<file path="src/rtl/pva_ram.sv">
// Generic single-write, single-read synchronous RAM with a registered read port.
// No dependencies.
module pva_ram #(
  parameter int WIDTH = 8,
  parameter int DEPTH = 64
) (
  input  logic                     clk,
  input  logic                     we,
  input  logic [$clog2(DEPTH)-1:0] waddr,
  input  logic [WIDTH-1:0]         wdata,
  input  logic                     re,
  input  logic [$clog2(DEPTH)-1:0] raddr,
  output logic [WIDTH-1:0]         rdata
);

  logic [WIDTH-1:0] mem [DEPTH];

  always_ff @(posedge clk) begin
    if (we) begin
      mem[waddr] <= wdata;
    end
    if (re) begin
      rdata <= mem[raddr];
    end
  end

endmodule

</file>
<file path="config.mk">
export PLATFORM = sky130hd
export DESIGN_NAME = pva_ram
export DESIGN_NICKNAME = d
export VERILOG_FILES = /design/src/rtl/pva_ram.sv
export SDC_FILE = /design/constraint.sdc
export NUM_CORES = 1
export LEC_CHECK = 0
export ABC_AREA = 1
export BUFFER_PORTS_ARGS = -buffer_cell sky130_fd_sc_hd__buf_2
export CORE_MARGIN = 5
export CORE_UTILIZATION = 32
export DETAILED_ROUTE_END_ITERATION = 8
export SLEW_MARGIN = 5
export SYNTH_ARGS = -nofsm -noshare
export SYNTH_HDL_FRONTEND = slang
export SYNTH_SLANG_ARGS = --single-unit
</file>
<file path="constraint.sdc">
create_clock -name clk -period 2.13 [get_ports clk]
set_clock_uncertainty 0.15 [all_clocks]
set_input_delay 0.3195 -clock clk [delete_from_list [all_inputs] [get_ports clk]]
set_output_delay 0.3195 -clock clk [all_outputs]
set_load 0.1 [all_outputs]
</file>
==> impl_metrics.toml <==
[worst_setup_path]
critPathRequiredTime_ps = 1660
slowest_stage = "edfxtp_1"
r2r_setup_slack_ps = 450
max_stage_delay_ps = 500
critPathTopFamily = "flip-flops"
worstReg2RegEnd = "rdata[6]$_DFFE_PP_"
cp_num_cells = 1
path_cells = "buf_2"
crit_type = "flop to output port"
crit-reg2reg-launch = "mem[19][6]$_DFFE_PP_"
start_kind = "flop"
path_buf_inv = 1
cp.arrival_ps = 1590
r2r_cells = 8
crit_fanout = 1
crit_path_end_kind = "output port"
endpoint = "rdata[7]"
worstSetupStartpoint = "rdata[7]$_DFFE_PP_"

[layout]
fin_nets = 1930
final_util_pct = 37.4
layout-drive-gt1-share_pct = 11.3
stdcell_count = 2815
final_cell_area_mm2 = 0.0247
syn_to_final_growth_pct = 15.3

[sta]
hold_viol_final = 0
rsz0062_at_grt = "no"
finalSetupTns_ps = 0
fin_crit_sh_pct = 96.5
finalMaxSlewViolations = 0
setup_violations = 0
max_freq_mhz = 486
min_period_ps = 2060
fin_ws_ps = 74.2
relSlewSlack_pct = 47.5
timing_worst_slew_pin_value_ps = 788
holdWs_ps = 56.4

[synthesis]
postSynthCellCount = 1805
ys_seq_area_share_pct = 72.9
yosys-top-cells-area = "edfxtp_1 (73%), nand2_1 (11%), nand3_1 (10%)"
syn_area_mm2 = 0.0214
syn_nets = 1828
synth-seq-cells = 520
synth_top_area_cell = "edfxtp_1"
synth_cell_types = 15
avgSynthCellArea_um2 = 11.9
yosys_warnings = 0
synth_top_area_share_pct = 72.9

[worst_hold_path]
worstHoldPathCells = 3
min_path_type = "input port to flop"

[clock_network]
clk_path_buf_depth = 3
clk_pin_slew_worst_paths_ps = 60
cts_buffers = 54
cts_tree = "done"
insertion_delay_ps = 600
cts_sinks = 520
postCtsSetupBuffers = 0
cts_root_buffer = "clkbuf_16"
cts.htree.levels = 2

[floorplanning]
start_util_pct = 32.4
fp.dieW_um = 269
fp.dieArea_mm2 = 0.0722
rows = 94
core_mm2 = 0.0661
ioPinCount = 31
die_h_um = 269

[routing]
route.detailed.drc = 0
detail-route-antenna-nets = 0
viasPerCell = 5.01
vias = 14100
first_iter_violations = 1749
drt_wl_total_um = 55600
wl_per_cell_um = 19.7
dr.pass1.iters = 5

[placed_design]
dp_hpwl_um = 33600
placed_cell_area_mm2 = 0.0231
dp_slack_ps = -90.7
dp.cells = 2712
io_buffer_count = 30
gp_congestion = 0.833

[grt]
gr-total-overflow = 0
grtUsageTotal_pct = 15.2
grt_pass1_vias = 13600
grt_pass1_wl_um = 84600
grt_max_degree = 74
antenna_found_initial = 7

[power]
power_density_mw_per_mm2 = 865
pwr-share-comb_pct = 7.1
intPower_mw = 16.5
sequentialPowerShare_pct = 53.3
vdd_drop_max_mv = 0.736
p_sw_mw = 4.91
clkPwrFrac_pct = 39.6
power.leakage_nw = 8.90
power_mw = 21.4
p_sw_share_pct = 23.0

[run_status]
status = "complete, no violations"

[job]
drv_cap = 0
worst min path at each step:
| stage | start | endpoint |
|---|---|---|
| global route | raddr[5] | rdata[0]$_DFFE_PP_ |
| finish | raddr[5] | rdata[7]$_DFFE_PP_ |
| floorplan | wdata[0] | mem[0][0]$_DFFE_PP_ |
| global placement | wdata[4] | mem[33][4]$_DFFE_PP_ |
| detailed placement | wdata[4] | mem[33][4]$_DFFE_PP_ |
| CTS | raddr[5] | rdata[7]$_DFFE_PP_ |
power by group through the flow:
stage,combinational (mW),sequential [mW],clock (mW)
final,1.52,11.4,8.47
after global routing,1.65,11.4,9.02
after CTS,1.52,11.4,8.63
after detailed placement,1.51,11.6,0
after global placement,1.49,11.6,0
after floorplan,0.796,11.7,0
sequential cells by signal (all words and copies together), names as in the netlist:
name and flops:
mem 512, rdata 8
final cells by class:
type | instances | area, µm²
Clock inverter | 22 | 96.3
Multi-Input combinational cell | 1160 | 4950
Antenna cell | 4 | 10.0
Tap cell | 864 | 1080
Timing Repair Buffer | 159 | 1450
Clock buffer | 74 | 1450
Inverter | 12 | 52.6
Fill cell | 6361 | 41400
Sequential cell | 520 | 15600
kinds of logic after synthesis:
logic type | count (synthesis) | share of synthesized area (%)
and+or+nand+nor | 1160 | 23.1
DFF | 520 | 72.9
buffers and inverters | 125 | 4.01
routing by layer:
metal	routed length (µm)	GRT usage [%]
met5	13	0
met4	1170	3.72
met3	4930	2.88
met2	25400	23.8
met1	24000	22.0
cell usage in the layout (no fill, tap or decap), types with 8 or more instances in the layout:
cell type and instances:
buf_2 27, nand2_1 648, nor4_1 8, clkinv_1 16, clkbuf_1 19, nand4_1 9
edfxtp_1 520, nand3_1 439, nor2_1 56, clkbuf_16 55, buf_12 25, buf_4 102
inv_1 9
cell usage after synthesis:
cell type and instances:
nand4_1 9, inv_2 1, buf_2 37, buf_1 10
buf_4 14, clkbuf_1 15, nor2_1 56, buf_6 35
inv_6 1, edfxtp_1 520, nand2_1 648, buf_8 2
inv_1 10, nor4_1 8, nand3_1 439
timing repair:
item / in CTS / in global routing
hold buffers: 3 / 0
gates resized for setup: 0 / 1
hold endpoints to repair: 22 / 0
setup endpoints to repair: 0 / 1
Power figures use the tool's default switching activity.
