`src/rtl/pva_pkg.sv`:
```
// Shared types, field widths and command codes of the voice allocator.
// Used by the channel interfaces, the core and pva_slot_eval; depends on nothing.
package pva_pkg;

  localparam int STREAM_W = 64;
  localparam int NOTE_W   = 64;
  localparam int PITCH_W  = 7;
  localparam int VEL_W    = 7;
  localparam int BEND_W   = 17;
  localparam int AGE_W    = 32;
  localparam int REL_W    = 24;
  localparam int CMD_W    = 2;
  localparam int SLOT_W   = 6;
  localparam int COUNT_W  = 7;

  // Bends are accepted within plus or minus 128.27 semitones in 1/256 steps.
  localparam logic signed [BEND_W-1:0] BEND_LIMIT    = 17'sd32837;
  localparam logic [REL_W-1:0]         RELEASE_RESET = 24'd24000;
  localparam logic [AGE_W-1:0]         AGE_MAX       = '1;
  localparam logic [REL_W-1:0]         REL_AGE_MAX   = '1;

  typedef enum logic [CMD_W-1:0] {
    CMD_NOTE_ON  = 2'd0,
    CMD_NOTE_OFF = 2'd1,
    CMD_BEND     = 2'd2,
    CMD_TICK     = 2'd3
  } cmd_t;

  typedef enum logic [1:0] {
    ST_IDLE,
    ST_SCAN,
    ST_WRITE,
    ST_DONE
  } state_t;

  typedef struct packed {
    logic [STREAM_W-1:0]      stream;
    logic [NOTE_W-1:0]        note;
    logic [PITCH_W-1:0]       pitch;
    logic [VEL_W-1:0]         velocity;
    logic signed [BEND_W-1:0] bend;
  } slot_data_t;

  typedef struct packed {
    logic [AGE_W-1:0] age;
    logic [REL_W-1:0] rel_age;
  } slot_time_t;

  typedef struct packed {
    logic       stream_match;
    logic       id_match;
    logic       expired;
    slot_time_t time_nxt;
  } slot_eval_t;

  function automatic logic bend_in_range(logic signed [BEND_W-1:0] b);
    return (b >= -BEND_LIMIT) && (b <= BEND_LIMIT);
  endfunction

endpackage

```
`src/rtl/pva_slot_eval.sv`:
```
// Per-slot evaluation for one scan step: identity matches, release expiry and aged times.
// Depends on pva_pkg.
module pva_slot_eval (
  input  pva_pkg::slot_data_t                data_i,
  input  pva_pkg::slot_time_t                time_i,
  input  logic                               rel_i,
  input  logic [pva_pkg::STREAM_W-1:0]       sid_i,
  input  logic [pva_pkg::NOTE_W-1:0]         nid_i,
  input  logic [pva_pkg::REL_W-1:0]          release_frames_i,
  output pva_pkg::slot_eval_t                eval_o
);
  import pva_pkg::*;

  always_comb begin
    eval_o.stream_match = (data_i.stream == sid_i);
    eval_o.id_match     = (data_i.stream == sid_i) && (data_i.note == nid_i);
    eval_o.expired      = rel_i && (time_i.rel_age >= release_frames_i);
    // Both ages saturate at the top of their range.
    eval_o.time_nxt.age = (time_i.age != AGE_MAX) ? time_i.age + AGE_W'(1) : time_i.age;
    if (rel_i && (time_i.rel_age != REL_AGE_MAX)) begin
      eval_o.time_nxt.rel_age = time_i.rel_age + REL_W'(1);
    end else begin
      eval_o.time_nxt.rel_age = time_i.rel_age;
    end
  end

endmodule
```
`config.mk`:
```
export PLATFORM = sky130hd
export DESIGN_NAME = pva_slot_eval
export DESIGN_NICKNAME = d
export VERILOG_FILES = /design/src/rtl/pva_pkg.sv /design/src/rtl/pva_slot_eval.sv
export SDC_FILE = /design/constraint.sdc
export NUM_CORES = 1
export LEC_CHECK = 0
export BUFFER_PORTS_ARGS = -buffer_cell sky130_fd_sc_hd__buf_2
export CAP_MARGIN = 30
export CORE_AREA = 3 3 167 169
export DETAILED_ROUTE_END_ITERATION = 16
export DIE_AREA = 0 0 170 172
export RECOVER_POWER = 100
export SYNTH_ARGS = -nofsm -noshare
export SYNTH_HDL_FRONTEND = slang
export SYNTH_SLANG_ARGS = --single-unit
```
`constraint.sdc`:
```
create_clock -name vclk -period 1.7
set_input_delay 0.085 -clock vclk [all_inputs]
set_output_delay 0.085 -clock vclk [all_outputs]
set_load 0.1 [all_outputs]
```
==> flow_metrics.env <==
export IMPL_critPathLaunchType="input port"
export IMPL_die_w_um=170
export IMPL_antenna_found_initial=18
export IMPL_dp_slack_ns=-0.362
export IMPL_n_sequential_cell=0
export IMPL_nClkBuffers=0
export IMPL_fmax_mhz=535
export IMPL_drv_cap=0
export IMPL_wirelength_um=28300
export IMPL_fill_cells=2708
export IMPL_synthesis_area_mm2=0.00329
export IMPL_synthMuxAreaShare_pct=1.03
export IMPL_synth_simple_area_share_pct=32.6
export IMPL_cellPowerDensity_mw_per_mm2=271
export IMPL_grt_usage_pct=18.1
export IMPL_num_rows=60
export IMPL_layout_commonest_cell="buf_2"
export IMPL_path_cells="buf_8 -> ha_4 -> nand4_1 -> nor4_2 -> buf_4 -> nand4_1 -> a21oi_2 -> o31a_2 -> buf_12"
export IMPL_drt_wirelength_per_cell_um=21.5
export IMPL_dpl_hpwl_um=26300
export IMPL_slew_viol_final=0
export IMPL_overflow=0
export IMPL_seq_area_um2=0
export IMPL_synth_nets=846
export IMPL_p_leak_nw=4.42
export IMPL_first_pass_iters=4
export IMPL_final_util_pct=35.5
export IMPL_drc=0
export IMPL_synth_top_family_by_area="XOR/XNOR gates"
export IMPL_cp_slowest_stage_delay_ns=0.34
export IMPL_failed_checks="negative setup slack"
export IMPL_grt_pass1_wl_um=39000
export IMPL_crit_slowest_cell="nor4_2"
export IMPL_min_period_ns=1.87
export IMPL_worstSetupPathType="in -> out"
export IMPL_setup_slack_ns=-0.169
export IMPL_grt_pass1_vias=5835
export IMPL_vias=5632
export IMPL_synth_seq_area_share_pct=0
export IMPL_grt_max_degree=13
export IMPL_cp_data_required_time_ns=1.62
export IMPL_synth_compound_area_share_pct=6.08
export IMPL_synthToLayoutAreaGrowth_pct=188
export IMPL_worst_pin_slew_ns=0.374
export IMPL_drtAntennaViolNets=0
export IMPL_hp_class="in -> out"
export IMPL_whs_ns=0.599
export IMPL_viasPerCell=4.27
export IMPL_crit_family="simple AND/OR/NAND/NOR gates"
export IMPL_crit_path_end_kind="output port"
export IMPL_worst_ep_arrival_time_ns=1.78
export IMPL_nNetsFinal=1371
export IMPL_ios=427
export IMPL_tns_ns=-2.15
export IMPL_most_common_layout_cells="buf_2 (302), xor2_1 (119), buf_4 (100)"
export IMPL_setup_viol=28
export IMPL_die_h_um=172
export IMPL_syn_instance_count=452
export IMPL_core_mm2=0.0267
export IMPL_final_min_period_over_clock_period_pct=110
export IMPL_power_mw=2.58
export IMPL_synthAdderAreaFrac_pct=9.88
export IMPL_vdd_drop_max_uv=128
export IMPL_rsz0062_at_grt="yes"
export IMPL_port_buffers=396
export IMPL_start_util_pct=12.3
export IMPL_multiInputGateArea_mm2=0.00474
export IMPL_critPathBufInv=3
export IMPL_layout_drive_gt1_share_pct=68.5
export IMPL_design_die_area_mm2=0.0292
export IMPL_drt_iter0_markers=199
export IMPL_ctsHoldBuffers=0
export IMPL_status="finished with violations"
export IMPL_synth_xor_area_share_pct=46.3
export IMPL_ys_warn_count=0
export IMPL_gp_congestion=0.939
export IMPL_cp_max_fo=2
export IMPL_synth_avg_cell_area_um2=7.29
export IMPL_netlist_cell_type_count=41
export IMPL_hold_viol_final=0
export IMPL_critPathMostFrequentCell="nand4_1"
export IMPL_slew_headroom_pct=74.9
## tightest hold or removal path: stages
cell and delay (ns):
buf_6 0.08, buf_4 0.12, xnor2_4 0.07, buf_12 0.16
## stage by stage
stage,area [µm²],instances
after CTS,9110,1309
after detailed placement,8700,1296
after global placement,8700,1296
after floorplan,4580,452
final,9500,1318
after global routing,9500,1318
## power breakdown
part | internal, mW | leakage (nW) | switching (mW)
Sequential | 0 | 0 | 0
Combinational | 1.17 | 4.42 | 1.40
Clock | 0.000000157 | 0.0000127 | 0
Total | 1.17 | 4.42 | 1.40
## metal layers
metal / share of wire (%) / global-route usage [%] / up-vias
met2: 56 / 37.2 / 263
met5: 0.20 / 0 / -
met4: 1.3 / 1.20 / 10
li1: - / - / 2671
met3: 6.2 / 3.36 / 42
met1: 36 / 20.0 / 2646
## kinds of logic after synthesis
| family | count (synthesis) |
|---|---|
| and+or+nand+nor | 182 |
| muxes | 3 |
| AOI/OAI and AO/OA | 31 |
| buffers and inverters | 36 |
| xor gates and xnor gates | 174 |
| adders and majority gates | 26 |
## layout make-up
class | count | share of cell area (%)
Antenna cell | 2 | 0.0527
Inverter | 31 | 1.23
Multi-Input combinational cell | 416 | 49.9
Tap cell | 341 | 4.49
Timing Repair Buffer | 528 | 44.4
## cell usage after synthesis
cell type,number,area (µm²)
ha_1,26,325
inv_1,31,116
a221oi_1,1,8.76
nor4_4,2,42.5
a22oi_1,1,7.51
xor2_1,134,1170
or4_1,2,15.0
xnor2_1,40,350
nor3_2,2,20.0
mux2_2,3,33.8
nand4_1,38,238
nor3b_1,1,7.51
nor3_1,9,45.0
or3_4,1,11.3
a211oi_1,1,7.51
nor4_1,36,225
a31oi_1,4,25.0
nor2_1,18,67.6
a211oi_2,1,12.5
nand4_2,1,12.5
clkbuf_1,3,11.3
o21ai_0,4,20.0
and4_1,7,61.3
and3_1,9,56.3
nor3b_2,1,12.5
o221ai_1,1,8.76
nor2b_1,2,12.5
and2_1,2,12.5
buf_2,2,10.0
or2_0,1,6.26
nand2_1,23,86.3
a41o_1,1,10.0
o211ai_1,1,7.51
a21o_1,1,7.51
or3_1,3,18.8
o31a_1,1,8.76
o21a_1,1,7.51
o21ai_2,1,8.76
a21oi_1,12,60.1
or2_2,1,6.26
nand3_1,23,115
## path summary, 6_finish.rpt
path / startpoint / to / cells after the start
worst max-delay path: time_i[19] / eval_o[56] / 9
worst min-delay path: time_i[30] / eval_o[30] / 4
## what timing repair did
action / in CTS / in global routing
pin swaps: 52 / 60
setup buffers: 14 / 8
resized for setup: 57 / 82
endpoints found under the setup margin: 53 / 48
Note: power is estimated with default switching activity, not from simulation.
